[config.mk]
export PLATFORM = sky130hd
export DESIGN_NAME = utf8_word_splitter_unit_flat
export DESIGN_NICKNAME = d
export VERILOG_FILES = /design/src/rtl/uws_pkg.sv /design/src/rtl/uws_in_if.sv /design/src/rtl/uws_out_if.sv /design/src/rtl/uws_front.sv /design/src/rtl/uws_queue.sv /design/src/rtl/uws_back.sv /design/src/rtl/utf8_word_splitter_unit.sv /design/src/flat_wrapper.sv
export SDC_FILE = /design/constraint.sdc
export NUM_CORES = 1
export LEC_CHECK = 0
export BUFFER_PORTS_ARGS = -buffer_cell sky130_fd_sc_hd__buf_2
export CELL_PAD_IN_SITES_DETAIL_PLACEMENT = 1
export CELL_PAD_IN_SITES_GLOBAL_PLACEMENT = 1
export CORE_ASPECT_RATIO = 0.8
export CORE_MARGIN = 1
export CORE_UTILIZATION = 30
export CTS_CLUSTER_SIZE = 10
export DETAILED_ROUTE_END_ITERATION = 8
export PLACE_DENSITY = 0.5
export RECOVER_POWER = 25
export SETUP_SLACK_MARGIN = 0.5
export SYNTH_ARGS = -nofsm -noshare
export SYNTH_HDL_FRONTEND = slang
export SYNTH_HIERARCHICAL = 1
export SYNTH_SLANG_ARGS = --single-unit
[constraint.sdc]
create_clock -name clk_i -period 5.5 [get_ports clk_i]
set_input_delay 1.1 -clock clk_i [delete_from_list [all_inputs] [get_ports clk_i]]
set_output_delay 1.1 -clock clk_i [all_outputs]
set_load 0.05 [all_outputs]
[src/rtl/uws_pkg.sv]
// ----------------------------------------------------------------------------
// uws_pkg
// Shared types, code point constants and helpers for the utf-8 word splitter.
// ----------------------------------------------------------------------------
package uws_pkg;

  // default depth of the queue between front and back
  localparam int unsigned QUEUE_DEPTH = 4;

  localparam int unsigned CP_W   = 31;
  localparam int unsigned BYTE_W = 7;

  // code points with a fixed ascii rewrite
  localparam logic [CP_W-1:0] CP_EN_DASH  = 31'h0000_2013;
  localparam logic [CP_W-1:0] CP_HOR_BAR  = 31'h0000_2015;
  localparam logic [CP_W-1:0] CP_AE_SMALL = 31'h0000_00e6;
  localparam logic [CP_W-1:0] CP_AE_CAP   = 31'h0000_00c6;

  // ascii characters that appear on the output
  localparam logic [BYTE_W-1:0] CH_NEWLINE = 7'h0a;
  localparam logic [BYTE_W-1:0] CH_HYPHEN  = 7'h2d;
  localparam logic [BYTE_W-1:0] CH_APOS    = 7'h27;
  localparam logic [BYTE_W-1:0] CH_LOW_A   = 7'h61;
  localparam logic [BYTE_W-1:0] CH_LOW_E   = 7'h65;
  localparam logic [BYTE_W-1:0] CH_LOW_Z   = 7'h7a;
  localparam logic [BYTE_W-1:0] CH_UP_A    = 7'h41;
  localparam logic [BYTE_W-1:0] CH_UP_Z    = 7'h5a;
  localparam logic [BYTE_W-1:0] CH_DIG_0   = 7'h30;
  localparam logic [BYTE_W-1:0] CH_DIG_9   = 7'h39;

  typedef enum logic {
    KIND_TEXT   = 1'b0,
    KIND_REPORT = 1'b1
  } kind_e;

  // one queued command: one or two results, the second always a text byte
  typedef struct packed {
    logic                two;
    kind_e               r0_kind;
    logic [BYTE_W-1:0]   r0_byte;
    logic [CP_W-1:0]     r0_cp;
    logic [BYTE_W-1:0]   r1_byte;
  } cmd_t;

  // letters, digits, apostrophe and hyphen
  function automatic logic is_word_char(input logic [BYTE_W-1:0] c);
    return (c >= CH_LOW_A && c <= CH_LOW_Z) || (c >= CH_UP_A && c <= CH_UP_Z) ||
           (c >= CH_DIG_0 && c <= CH_DIG_9) || (c == CH_APOS) || (c == CH_HYPHEN);
  endfunction

endpackage

[src/rtl/uws_in_if.sv]
// ----------------------------------------------------------------------------
// uws_in_if
// Input channel: one raw byte or an end of stream marker per transaction.
// ----------------------------------------------------------------------------
interface uws_in_if;
  logic       valid;
  logic       ready;
  logic [7:0] in_byte;
  logic       end_of_stream;

  modport source (output valid, output in_byte, output end_of_stream, input ready);
  modport sink   (input valid, input in_byte, input end_of_stream, output ready);
endinterface

[src/rtl/uws_out_if.sv]
// ----------------------------------------------------------------------------
// uws_out_if
// Output channel: one text byte or one symbol report per transaction.
// ----------------------------------------------------------------------------
interface uws_out_if;
  logic        valid;
  logic        ready;
  logic        kind;
  logic [6:0]  out_byte;
  logic [30:0] code_point;
  logic        last;

  modport source (output valid, output kind, output out_byte, output code_point,
                  output last, input ready);
  modport sink   (input valid, input kind, input out_byte, input code_point,
                  input last, output ready);
endinterface

[src/rtl/uws_front.sv]
// ----------------------------------------------------------------------------
// uws_front
// Decodes utf-8 bytes into code points, keeps word state and builds commands.
// ----------------------------------------------------------------------------
module uws_front (
  input  logic          clk_i,
  input  logic          rst_ni,
  uws_in_if.sink        in_i,
  output logic          push_valid_o,
  output uws_pkg::cmd_t push_cmd_o,
  input  logic          push_ready_i
);

  logic [uws_pkg::CP_W-1:0] partial_q, partial_d;
  logic [2:0]               rem_q, rem_d;
  logic                     in_word_q, in_word_d;

  logic                     accept;
  logic                     have_code;
  logic                     end_word;
  logic [uws_pkg::CP_W-1:0] code;
  logic [uws_pkg::CP_W-1:0] next_code;
  logic [1:0]               n_res;
  uws_pkg::cmd_t            cmd;

  assign next_code = {partial_q[uws_pkg::CP_W-7:0], in_i.in_byte[5:0]};

  // byte decode, code point handling and result assembly
  always_comb begin
    partial_d = partial_q;
    rem_d     = rem_q;
    in_word_d = in_word_q;
    have_code = 1'b0;
    end_word  = 1'b0;
    code      = '0;
    n_res     = 2'd0;
    cmd       = '0;

    if (in_i.end_of_stream) begin
      end_word  = 1'b1;
      partial_d = '0;
      rem_d     = 3'd0;
    end else if (rem_q != 3'd0) begin
      rem_d = rem_q - 3'd1;
      if (rem_q == 3'd1) begin
        have_code = 1'b1;
        code      = next_code;
        partial_d = '0;
      end else begin
        partial_d = next_code;
      end
    end else if (!in_i.in_byte[7]) begin
      have_code = 1'b1;
      code      = {24'd0, in_i.in_byte[6:0]};
    end else if (!in_i.in_byte[6] || (in_i.in_byte[7:1] == 7'h7f)) begin
      // stray continuation or 0xfe / 0xff
      end_word = 1'b1;
    end else if (!in_i.in_byte[5]) begin
      rem_d     = 3'd1;
      partial_d = {26'd0, in_i.in_byte[4:0]};
    end else if (!in_i.in_byte[4]) begin
      rem_d     = 3'd2;
      partial_d = {27'd0, in_i.in_byte[3:0]};
    end else if (!in_i.in_byte[3]) begin
      rem_d     = 3'd3;
      partial_d = {28'd0, in_i.in_byte[2:0]};
    end else if (!in_i.in_byte[2]) begin
      rem_d     = 3'd4;
      partial_d = {29'd0, in_i.in_byte[1:0]};
    end else begin
      rem_d     = 3'd5;
      partial_d = {30'd0, in_i.in_byte[0]};
    end

    if (have_code) begin
      if (code == uws_pkg::CP_EN_DASH) begin
        n_res       = 2'd1;
        cmd.r0_byte = uws_pkg::CH_HYPHEN;
      end else if (code == uws_pkg::CP_HOR_BAR) begin
        n_res       = 2'd2;
        cmd.r0_byte = uws_pkg::CH_HYPHEN;
        cmd.r1_byte = uws_pkg::CH_HYPHEN;
      end else if (code == uws_pkg::CP_AE_SMALL) begin
        n_res       = 2'd2;
        cmd.r0_byte = uws_pkg::CH_LOW_A;
        cmd.r1_byte = uws_pkg::CH_LOW_E;
      end else if (code == uws_pkg::CP_AE_CAP) begin
        n_res       = 2'd2;
        cmd.r0_byte = uws_pkg::CH_UP_A;
        cmd.r1_byte = uws_pkg::CH_LOW_E;
      end else if ((code[uws_pkg::CP_W-1:7] == '0) && uws_pkg::is_word_char(code[6:0])) begin
        n_res       = 2'd1;
        cmd.r0_byte = code[6:0];
        in_word_d   = 1'b1;
      end else begin
        if (code[uws_pkg::CP_W-1:7] != '0) begin
          n_res       = 2'd1;
          cmd.r0_kind = uws_pkg::KIND_REPORT;
          cmd.r0_cp   = code;
        end
        end_word = 1'b1;
      end
    end

    // close an open word
    if (end_word && in_word_q) begin
      in_word_d = 1'b0;
      if (n_res == 2'd0) begin
        cmd.r0_byte = uws_pkg::CH_NEWLINE;
        n_res       = 2'd1;
      end else begin
        cmd.r1_byte = uws_pkg::CH_NEWLINE;
        n_res       = 2'd2;
      end
    end

    cmd.two = (n_res == 2'd2);
  end

  assign accept       = in_i.valid && push_ready_i;
  assign in_i.ready   = push_ready_i;
  assign push_valid_o = in_i.valid && (n_res != 2'd0);
  assign push_cmd_o   = cmd;

  // decoder state
  always_ff @(posedge clk_i or negedge rst_ni) begin
    if (!rst_ni) begin
      partial_q <= '0;
      rem_q     <= 3'd0;
      in_word_q <= 1'b0;
    end else if (accept) begin
      partial_q <= partial_d;
      rem_q     <= rem_d;
      in_word_q <= in_word_d;
    end
  end

`ifndef SYNTHESIS
  // never more than five continuation bytes outstanding
  assert property (@(posedge clk_i) disable iff (!rst_ni) rem_q <= 3'd5)
    else $error("continuation count out of range");

  // end of stream leaves the decoder and word state cleared
  assert property (@(posedge clk_i) disable iff (!rst_ni)
                   accept && in_i.end_of_stream |=> (rem_q == 3'd0) && !in_word_q)
    else $error("state not cleared after end of stream");

  // no partial code is held outside a sequence
  assert property (@(posedge clk_i) disable iff (!rst_ni)
                   (rem_q == 3'd0) |-> (partial_q == '0))
    else $error("partial code left over outside a sequence");
`endif

endmodule

[src/rtl/uws_queue.sv]
// ----------------------------------------------------------------------------
// uws_queue
// Short command queue that decouples the decoder from the result sequencer.
// ----------------------------------------------------------------------------
module uws_queue #(
  parameter int unsigned DEPTH = uws_pkg::QUEUE_DEPTH
) (
  input  logic          clk_i,
  input  logic          rst_ni,
  input  logic          push_valid_i,
  output logic          push_ready_o,
  input  uws_pkg::cmd_t push_cmd_i,
  output logic          pop_valid_o,
  input  logic          pop_ready_i,
  output uws_pkg::cmd_t pop_cmd_o
);

  localparam int unsigned PTR_W = (DEPTH > 1) ? $clog2(DEPTH) : 1;
  localparam int unsigned CNT_W = $clog2(DEPTH + 1);
  localparam logic [PTR_W-1:0] LAST_PTR = PTR_W'(DEPTH - 1);
  localparam logic [CNT_W-1:0] FULL_CNT = CNT_W'(DEPTH);

  uws_pkg::cmd_t    mem_q [DEPTH];
  logic [PTR_W-1:0] wr_ptr_q, rd_ptr_q;
  logic [CNT_W-1:0] count_q;
  logic             push, pop;

  assign push_ready_o = (count_q != FULL_CNT);
  assign pop_valid_o  = (count_q != '0);
  assign pop_cmd_o    = mem_q[rd_ptr_q];
  assign push         = push_valid_i && push_ready_o;
  assign pop          = pop_valid_o && pop_ready_i;

  // storage
  always_ff @(posedge clk_i) begin
    if (push) begin
      mem_q[wr_ptr_q] <= push_cmd_i;
    end
  end

  // pointers and fill level
  always_ff @(posedge clk_i or negedge rst_ni) begin
    if (!rst_ni) begin
      wr_ptr_q <= '0;
      rd_ptr_q <= '0;
      count_q  <= '0;
    end else begin
      if (push) begin
        wr_ptr_q <= (wr_ptr_q == LAST_PTR) ? '0 : wr_ptr_q + 1'b1;
      end
      if (pop) begin
        rd_ptr_q <= (rd_ptr_q == LAST_PTR) ? '0 : rd_ptr_q + 1'b1;
      end
      if (push && !pop) begin
        count_q <= count_q + 1'b1;
      end else if (pop && !push) begin
        count_q <= count_q - 1'b1;
      end
    end
  end

`ifndef SYNTHESIS
  assert property (@(posedge clk_i) disable iff (!rst_ni) count_q <= FULL_CNT)
    else $error("queue fill level overflow");

  // pointers agree with the fill level when empty
  assert property (@(posedge clk_i) disable iff (!rst_ni)
                   (count_q == '0) |-> (wr_ptr_q == rd_ptr_q))
    else $error("queue pointers disagree while empty");

  // a lone pop from a single entry empties the queue
  assert property (@(posedge clk_i) disable iff (!rst_ni)
                   (count_q == CNT_W'(1)) && pop && !push |=> !pop_valid_o)
    else $error("queue not empty after last pop");
`endif

endmodule

[src/rtl/uws_back.sv]
// ----------------------------------------------------------------------------
// uws_back
// Plays out each queued command as one or two results on the output channel.
// ----------------------------------------------------------------------------
module uws_back (
  input  logic          clk_i,
  input  logic          rst_ni,
  input  logic          pop_valid_i,
  output logic          pop_ready_o,
  input  uws_pkg::cmd_t pop_cmd_i,
  uws_out_if.source     out_o
);

  logic                       out_valid_q;
  logic                       pend_q;
  logic [uws_pkg::BYTE_W-1:0] pend_byte_q;
  uws_pkg::kind_e             kind_q;
  logic [uws_pkg::BYTE_W-1:0] byte_q;
  logic [uws_pkg::CP_W-1:0]   cp_q;
  logic                       last_q;
  logic                       out_fire;
  logic                       pop;

  assign out_fire    = out_valid_q && out_o.ready;
  assign pop_ready_o = !out_valid_q || (out_o.ready && !pend_q);
  assign pop         = pop_valid_i && pop_ready_o;

  // control: output valid and second-result pending
  always_ff @(posedge clk_i or negedge rst_ni) begin
    if (!rst_ni) begin
      out_valid_q <= 1'b0;
      pend_q      <= 1'b0;
    end else if (pop) begin
      out_valid_q <= 1'b1;
      pend_q      <= pop_cmd_i.two;
    end else if (out_fire && pend_q) begin
      pend_q      <= 1'b0;
    end else if (out_fire) begin
      out_valid_q <= 1'b0;
    end
  end

  // output payload
  always_ff @(posedge clk_i) begin
    if (pop) begin
      kind_q      <= pop_cmd_i.r0_kind;
      byte_q      <= pop_cmd_i.r0_byte;
      cp_q        <= pop_cmd_i.r0_cp;
      last_q      <= !pop_cmd_i.two;
      pend_byte_q <= pop_cmd_i.r1_byte;
    end else if (out_fire && pend_q) begin
      kind_q <= uws_pkg::KIND_TEXT;
      byte_q <= pend_byte_q;
      cp_q   <= '0;
      last_q <= 1'b1;
    end
  end

  assign out_o.valid      = out_valid_q;
  assign out_o.kind       = kind_q;
  assign out_o.out_byte   = byte_q;
  assign out_o.code_point = cp_q;
  assign out_o.last       = last_q;

`ifndef SYNTHESIS
  assert property (@(posedge clk_i) disable iff (!rst_ni) pend_q |-> out_valid_q)
    else $error("second result pending without a shown result");

  // the first of a pair is never marked last
  assert property (@(posedge clk_i) disable iff (!rst_ni)
                   out_valid_q && pend_q |-> !last_q)
    else $error("first of two results marked last");

  // a report carries no text byte, a text byte carries no code point
  assert property (@(posedge clk_i) disable iff (!rst_ni)
                   out_valid_q |-> ((kind_q == uws_pkg::KIND_REPORT) ? (byte_q == '0)
                                                                    : (cp_q == '0)))
    else $error("result fields inconsistent with kind");
`endif

endmodule

[src/rtl/utf8_word_splitter_unit.sv]
// ----------------------------------------------------------------------------
// utf8_word_splitter_unit
// UTF-8 decoder and word tokeniser with ascii rewrites and symbol reports.
// ----------------------------------------------------------------------------
// One input transaction is taken per cycle while the command queue has room.
// Each byte gives zero, one or two results, and results leave at one per
// cycle from the output register while the output channel is ready. A byte
// gives two results for the horizontal bar, the ae ligatures, or a report
// followed by the newline that ends a word. The sustained rate is therefore
// set by the output register; the queue of QUEUE_DEPTH commands absorbs
// bursts and lets the input keep flowing while the output is stalled. The
// command for an input transaction passes through the queue and then the
// output register before its first result appears. The last flag marks
// the final result caused by each input byte.
// ----------------------------------------------------------------------------
module utf8_word_splitter_unit #(
  parameter int unsigned QUEUE_DEPTH = uws_pkg::QUEUE_DEPTH
) (
  input  logic      clk_i,
  input  logic      rst_ni,
  uws_in_if.sink    in_i,
  uws_out_if.source out_o
);

  logic          push_valid, push_ready;
  uws_pkg::cmd_t push_cmd;
  logic          pop_valid, pop_ready;
  uws_pkg::cmd_t pop_cmd;

  // byte decode and word state
  uws_front u_front (
    .clk_i        (clk_i),
    .rst_ni       (rst_ni),
    .in_i         (in_i),
    .push_valid_o (push_valid),
    .push_cmd_o   (push_cmd),
    .push_ready_i (push_ready)
  );

  // command queue
  uws_queue #(
    .DEPTH (QUEUE_DEPTH)
  ) u_queue (
    .clk_i        (clk_i),
    .rst_ni       (rst_ni),
    .push_valid_i (push_valid),
    .push_ready_o (push_ready),
    .push_cmd_i   (push_cmd),
    .pop_valid_o  (pop_valid),
    .pop_ready_i  (pop_ready),
    .pop_cmd_o    (pop_cmd)
  );

  // result sequencing
  uws_back u_back (
    .clk_i       (clk_i),
    .rst_ni      (rst_ni),
    .pop_valid_i (pop_valid),
    .pop_ready_o (pop_ready),
    .pop_cmd_i   (pop_cmd),
    .out_o       (out_o)
  );

endmodule
[src/flat_wrapper.sv]
// flat-port wrapper written by rule: the top's interface ports become plain ports
module utf8_word_splitter_unit_flat 
#(
  parameter int unsigned QUEUE_DEPTH = uws_pkg::QUEUE_DEPTH
)
  (clk_i, rst_ni, in_i_valid, in_i_in_byte, in_i_end_of_stream, in_i_ready, out_o_valid, out_o_kind, out_o_out_byte, out_o_code_point, out_o_last, out_o_ready);
  uws_in_if in_i_i ();
  uws_out_if out_o_i ();
  input  logic clk_i;
  input  logic rst_ni;
  input wire logic [$bits(in_i_i.valid)-1:0] in_i_valid;
  input wire logic [$bits(in_i_i.in_byte)-1:0] in_i_in_byte;
  input wire logic [$bits(in_i_i.end_of_stream)-1:0] in_i_end_of_stream;
  output wire logic [$bits(in_i_i.ready)-1:0] in_i_ready;
  output wire logic [$bits(out_o_i.valid)-1:0] out_o_valid;
  output wire logic [$bits(out_o_i.kind)-1:0] out_o_kind;
  output wire logic [$bits(out_o_i.out_byte)-1:0] out_o_out_byte;
  output wire logic [$bits(out_o_i.code_point)-1:0] out_o_code_point;
  output wire logic [$bits(out_o_i.last)-1:0] out_o_last;
  input wire logic [$bits(out_o_i.ready)-1:0] out_o_ready;
  assign in_i_i.valid = in_i_valid;
  assign in_i_i.in_byte = in_i_in_byte;
  assign in_i_i.end_of_stream = in_i_end_of_stream;
  assign in_i_ready = in_i_i.ready;
  assign out_o_valid = out_o_i.valid;
  assign out_o_kind = out_o_i.kind;
  assign out_o_out_byte = out_o_i.out_byte;
  assign out_o_code_point = out_o_i.code_point;
  assign out_o_last = out_o_i.last;
  assign out_o_i.ready = out_o_ready;
  utf8_word_splitter_unit #(.QUEUE_DEPTH(QUEUE_DEPTH)) u_core (.clk_i(clk_i), .rst_ni(rst_ni), .in_i(in_i_i), .out_o(out_o_i));
endmodule
==> results of run 1 <==
cell type report:
cell class	instances	area [um2]	share of cell area, %
clock buffers	52	949.7	7.312
flip-flops and latches	273	8010	61.68
repair buffers	70	376.6	2.900
inverters	10	37.54	0.2890
well taps	480	600.6	4.624
multi-input cells	347	2984	22.98
diodes	1	2.502	0.01927
clock inverters	4	26.28	0.2023
sequential cells by signal, indices dropped and copies added, names as in the netlist:
signal                          count
u_core/u_back/out_o.last            1
u_core/u_back/pend_q                1
u_core/u_back/out_o.code_point     31
u_core/u_queue/count_q              3
u_core/u_back/pend_byte_q           7
u_core/u_queue/rd_ptr_q             2
u_core/u_back/out_o.out_byte        7
u_core/u_back/out_o.valid           1
u_core/u_front/rem_q                3
u_core/u_back/out_o.kind            1
u_core/u_front/in_word_q            1
u_core/u_queue/mem_q              188
u_core/u_queue/wr_ptr_q             2
u_core/u_front/partial_q           25
per-stage QoR:
stage,cells,util (%),cell area (um2),power [W],hold slack (ps)
final,1237,35.70,12990,0.007000,486.7
after CTS,1236,35.76,13010,0.007104,487.1
after global routing,1236,35.69,12990,0.007383,516.7
after floorplan,666,-,11220,0.004508,447.3
after global placement,1180,33.08,12030,0.005035,466.4
after detailed placement,1180,33.08,12030,0.005086,474.7
tightest hold or removal path: stages (launching register included):
cell and delay, ps:
dfrtp_1 340, nand2_1 60, o31ai_1 60
worst paths after layout:
path                       depth (start not counted)                           startpoint                                endpoint  slack [ps]
setup reg to reg                                  13  u_core/u_front/rem_q[0]$_DFFE_PN0P_   u_core/u_queue/count_q[1]$_DFFE_PN0P_        1400
setup / recovery                                  13  u_core/u_front/rem_q[0]$_DFFE_PN0P_   u_core/u_queue/count_q[1]$_DFFE_PN0P_        1400
hold / removal                                     2  u_core/u_front/rem_q[1]$_DFFE_PN0P_     u_core/u_front/rem_q[1]$_DFFE_PN0P_         490
hold reg to reg                                    2  u_core/u_front/rem_q[1]$_DFFE_PN0P_     u_core/u_front/rem_q[1]$_DFFE_PN0P_         490
min in group asynchronous                          1                               rst_ni  u_core/u_queue/rd_ptr_q[1]$_DFFE_PN0P_        1260
max in group asynchronous                          1                               rst_ni  u_core/u_queue/rd_ptr_q[0]$_DFFE_PN0P_        2810
cells in the mapped netlist, types with 5 or more instances:
| cell type | n | area share [%] |
|---|---|---|
| dfrtp_1 | 38 | 8.5 |
| buf_4 | 8 | 0.54 |
| inv_1 | 10 | 0.33 |
| and2_1 | 61 | 3.4 |
| a21oi_1 | 7 | 0.31 |
| edfxtp_1 | 235 | 63 |
| nand3_1 | 7 | 0.31 |
| nor2_1 | 19 | 0.64 |
| nor3_1 | 5 | 0.22 |
| clkbuf_1 | 16 | 0.54 |
| buf_2 | 6 | 0.27 |
| mux2_1 | 5 | 0.50 |
| o21ai_0 | 29 | 1.3 |
| mux2_2 | 5 | 0.50 |
| ha_1 | 9 | 1.0 |
| mux4_2 | 47 | 9.4 |
| nand2_1 | 64 | 2.1 |
logic make-up (layout without fill, tap and decap cells):
group | Yosys count | in the layout | synth area share, %
XOR/XNOR | 4 | 4 | 0.3122
AO/OA/AOI/OAI | 68 | 68 | 4.148
multiplexers | 60 | 60 | 10.79
other | 1 | 2 | 0.03342
flip-flops | 273 | 273 | 71.36
adder cells (fa/ha/maj) | 10 | 10 | 1.182
AND/OR/NAND/NOR | 204 | 204 | 10.01
buffers and inverters | 46 | 136 | 2.163
power by group through the flow:
stage          clock network, W  registers (W)  logic, W
2_1_floorplan                 0        0.00332   0.00119
3_3_place_gp                  0        0.00287   0.00216
3_5_place_dp                  0        0.00289   0.00219
4_1_cts                 0.00205        0.00285   0.00220
5_1_grt                 0.00211        0.00289   0.00238
6_report                0.00197        0.00285   0.00218
per-layer routing:
layer,GRT usage (%),vias up,wire length (um)
li1,-,2680,-
met1,19.55,3041,12190
met2,21.06,104,11250
met3,2.437,36,962
met4,4.254,0,505
met5,0,-,0
==> flow_summary.ini, run 1 <==
[sta]
drv_slew = 130
fin_ws_ps = 1404
setup_viol = 0
slew_headroom_pct = -123.1
fin_setup_tns_ps = 0
rsz0062_at_grt = false
fmax_mhz = 244.1
fin_worst_skew_ps = 18.06
worst_pin_slew_ps = 3346
fin_crit_sh_pct = 74.48
period_needed_ps = 4096
hold_viol = 0

[yosys]
async_reset_ff_share_pct = 13.92
ys_warn_count = 6
synth_cells = 666
syn_area_mm2 = 0.01122
syn_nets = 689
syn_area_per_cell_um2 = 16.85
synth_seq_area_share_pct = 71.36
ys_types = 69
ys_ff_latch = 273
synth_edf_count = 235
synth_flop_cell = edfxtp_1

[power]
p_int_w = 0.004654
power.switching_w = 0.002347
swShare_pct = 33.52
p_per_area_mw_per_mm2 = 539.0
peakVddDrop_v = 0.0001850
comb_power_share_pct = 31.1
sequentialPowerShare_pct = 40.7
leakage_nw = 4.612
power.clock.fraction_pct = 28.2

[run_status]
status = complete, but fails checks
violations = capacitance limit, slew limit

[placement]
gp_congestion = 0.8074
hpwl_mm = 16.25
port_buffers = 54
pre_cts_ws_ps = 1122

[clock_tree]
root_buffer = clkbuf_16
cts_tree = done
cts_resized = 0
post_cts.repair.setup_buffers = 0
cts_hold_repair.buffers = 0
cts_inserted_buffers = 34
clk_path_buf_depth = 3
clk_pin_slew_ps = 50
clock-sinks = 273
htreeDepth = 2
clkLatencyLatePin_ps = 500

[setup_path]
arrival_ps = 4470
crit_family = compound AO/OA/AOI/OAI gates
required_ps = 5880
crit_buf_inv = 2
critPathKind = register to register
path_max_fanout = 8
cpPeakStageDelay_ps = 770
start_kind = register
cp_slowest_cell = a2111oi_0
crit_chain = inv_1 > ha_1 > or2b_1 > a2111oi_0 > nand4_1 > o211ai_2 > a21boi_0 > o31a_2 > and2_4 > ha_1 > inv_1 > fa_1 > mux2_2
cp-end-kind = register

[finish]
layout_commonest_cell = edfxtp_1
syn2layout_area_growth_pct = 15.73
final_layout_size_suffix_gt1_share_pct = 24.34
n_fill_cell = 3669
layout.nets = 759
layout_common_cells = 235 x edfxtp_1, 64 x nand2_1, 52 x buf_2, 48 x and2_1, 47 x mux4_2

[floorplanning]
initial_core_util_pct = 30.84
rows = 62
die-area_mm2 = 0.03819
core_area_mm2 = 0.03638
io_pins = 55
die_w_um = 218.2
die_height_um = 175.0

[hold_path]
min_path_type = register to register

[global_routing]
antenna_found_initial = 0
grt_pass1_vias = 6526
grt_max_degree = 57
grt_pass1_wl_mm = 39.02
grt_overflow_total = 0
grtUsageTotal_pct = 13.66

[drt]
wire_per_inst_um = 20.13
drtIter0Drc = 363
drc = 0
viasPerCell = 4.738
drt_pass1_iterations = 4
detailroute.via_count = 5861
postRouteAntennaNets = 0
wirelength_mm = 24.91

[job]
max-cap-violations = 3
No activity file was read; power rests on OpenSTA's default activity.
==> run 2, diff against run 1 <==
==> constraint.sdc (replaced) <==
create_clock -name clk_i -period 4.15 [get_ports clk_i]
set_input_delay 0.83 -clock clk_i [delete_from_list [all_inputs] [get_ports clk_i]]
set_output_delay 0.83 -clock clk_i [all_outputs]
set_load 0.05 [all_outputs]
==> flow_summary.ini, run 2 (synthesis gave the netlist of run 1 again) <==
[finish]
layout_commonest_cell = edfxtp_1
n_fill_cell = 3648
layout.nets = 768
multi_input_area_mm2 = 0.003084
ff_latch_area_mm2 = 0.008010
stdcell_count = 1237
final_layout_size_suffix_gt1_share_pct = 22.99
syn2layout_area_growth_pct = 16.47
top_register = u_core/u_queue/mem_q
largest_reg_flops = 188
diodes = 0
post-route-util_pct = 35.92
layout_common_cells = 235 x edfxtp_1, 64 x nand2_1, 47 x and2_1, 47 x mux4_2, 45 x clkbuf_1

[run_status]
status = complete, but fails checks
violations = capacitance limit, slew limit

[sta]
fmax_mhz = 268.1
rsz0062_at_grt = false
setup_viol = 0
worst_pin_slew_ps = 2324
hold_viol = 0
period_needed_ps = 3729
drv_slew = 140
fin_worst_skew_ps = 14.27
fin_setup_tns_ps = 0
fin_crit_sh_pct = 89.86
slew_headroom_pct = -54.92

[setup_path]
cpPeakStageDelay_ps = 600
crit_chain = inv_1 > ha_1 > and3b_2 > a21oi_1 > or4_4 > o211ai_4 > a21boi_1 > o31a_2 > and2_4 > ha_2 > inv_1 > fa_1 > mux2_2
start_kind = register
required_ps = 4600
crit_family = simple AND/OR/NAND/NOR gates
crit_buf_inv = 2
arrival_ps = 4180
cp_slowest_cell = or4_4
cp-end-kind = register
cp_common_cell = inv_1
critPathKind = register to register
path_max_fanout = 8

[power]
p_per_area_mw_per_mm2 = 696.7
peakVddDrop_v = 0.0002973
leakage_nw = 4.535
power.total_w = 0.009106

[clock_tree]
cts_inserted_buffers = 31
root_buffer = clkbuf_16
htreeDepth = 1
clock-sinks = 273
clk_pin_slew_ps = 60
clk_path_buf_depth = 3
clkLatencyLatePin_ps = 570
cts_tree = done

[drt]
viasPerCell = 4.757
drtIter0Drc = 268
drc = 0
detailroute.via_count = 5884
drt_pass1_iterations = 4
wire_per_inst_um = 20.63
wirelength_mm = 25.52
postRouteAntennaNets = 0

[placement]
place_inst = 1183
gp_congestion = 0.7858
hpwl_mm = 16.22
port_buffers = 54

[global_routing]
grt_overflow_total = 0
grtUsageTotal_pct = 13.79
grt_pass1_vias = 6605
antenna_found_initial = 0
grt_max_degree = 57
grt_pass1_wl_mm = 39.54

[hold_path]
min_path_type = register to register

[floorplanning]
io_pins = 55
die-area_mm2 = 0.03819
core_area_mm2 = 0.03638
initial_core_util_pct = 30.84
die_height_um = 175.0
die_w_um = 218.2
rows = 62

[job]
max-cap-violations = 4
## run 2: through the flow
stage | instance area, um2 | hold slack [ps] | setup WS, ps
finish | 13070 | 484.1 | 420.6
global route | 13070 | 516.1 | 288.1
CTS | 13030 | 428.2 | 508.5
detailed placement | 12120 | 484.7 | 151.7
global placement | 12120 | 468.3 | 281.0
floorplan | 11240 | 447.3 | 510.6
## run 2: routing by layer
metal | GRT usage [%] | up-vias | wire length (um)
li1 | - | 2693 | -
met1 | 19.42 | 3025 | 12040
met2 | 21.48 | 128 | 11420
met3 | 3.029 | 38 | 1434
met4 | 3.613 | 0 | 629
met5 | 0.3846 | - | 0
## run 2: final timing paths
| path | cells past startpoint | from | slack (ps) | to |
|---|---|---|---|---|
| setup reg to reg | 13 | u_core/u_front/rem_q[0]$_DFFE_PN0P_ | 420 | u_core/u_queue/count_q[1]$_DFFE_PN0P_ |
| setup / recovery | 13 | u_core/u_front/rem_q[0]$_DFFE_PN0P_ | 420 | u_core/u_queue/count_q[1]$_DFFE_PN0P_ |
| min in group asynchronous | 1 | rst_ni | 960 | u_core/u_queue/wr_ptr_q[1]$_DFFE_PN0P_ |
| max in group asynchronous | 1 | rst_ni | 1690 | u_core/u_front/rem_q[2]$_DFFE_PN0P_ |
| hold reg to reg | 1 | u_core/u_queue/count_q[2]$_DFFE_PN0P_ | 480 | u_core/u_queue/count_q[2]$_DFFE_PN0P_ |
| hold / removal | 1 | u_core/u_queue/count_q[2]$_DFFE_PN0P_ | 480 | u_core/u_queue/count_q[2]$_DFFE_PN0P_ |
## run 2: power by group
| part | leakage [nW] | internal, W | total (W) | switching, W |
|---|---|---|---|---|
| registers | 2.73 | 0.00356 | 0.00391 | 0.000349 |
| logic | 1.39 | 0.00104 | 0.00281 | 0.00177 |
| clock network | 0.414 | 0.00137 | 0.00239 | 0.00102 |
| total | 4.54 | 0.00597 | 0.00911 | 0.00314 |
## run 2: final cells by class
type / instances / area share (%)
repair buffers: 82 / 3.695
flip-flops and latches: 273 / 61.29
clock buffers: 43 / 6.357
clock inverters: 2 / 0.1819
inverters: 10 / 0.2872
multi-input cells: 347 / 23.60
well taps: 480 / 4.595
## run 2: repair_timing
action                     4_1_cts  5_1_grt
hold endpoints to repair         0        0
buffers inserted                 2        7
resized for setup                8       14
hold buffers                     0        0
setup endpoints to repair        2        2
pin swaps                        2        6
## run 2: worst reg2reg max path, stage by stage (launching register included)
cell and delay [ps]:
dfrtp_1 400, inv_1 120, ha_1 310, and3b_2 300
a21oi_1 70, or4_4 600, o211ai_4 240, a21boi_1 90
o31a_2 390, and2_4 170, ha_2 190, inv_1 70
fa_1 410, mux2_2 270
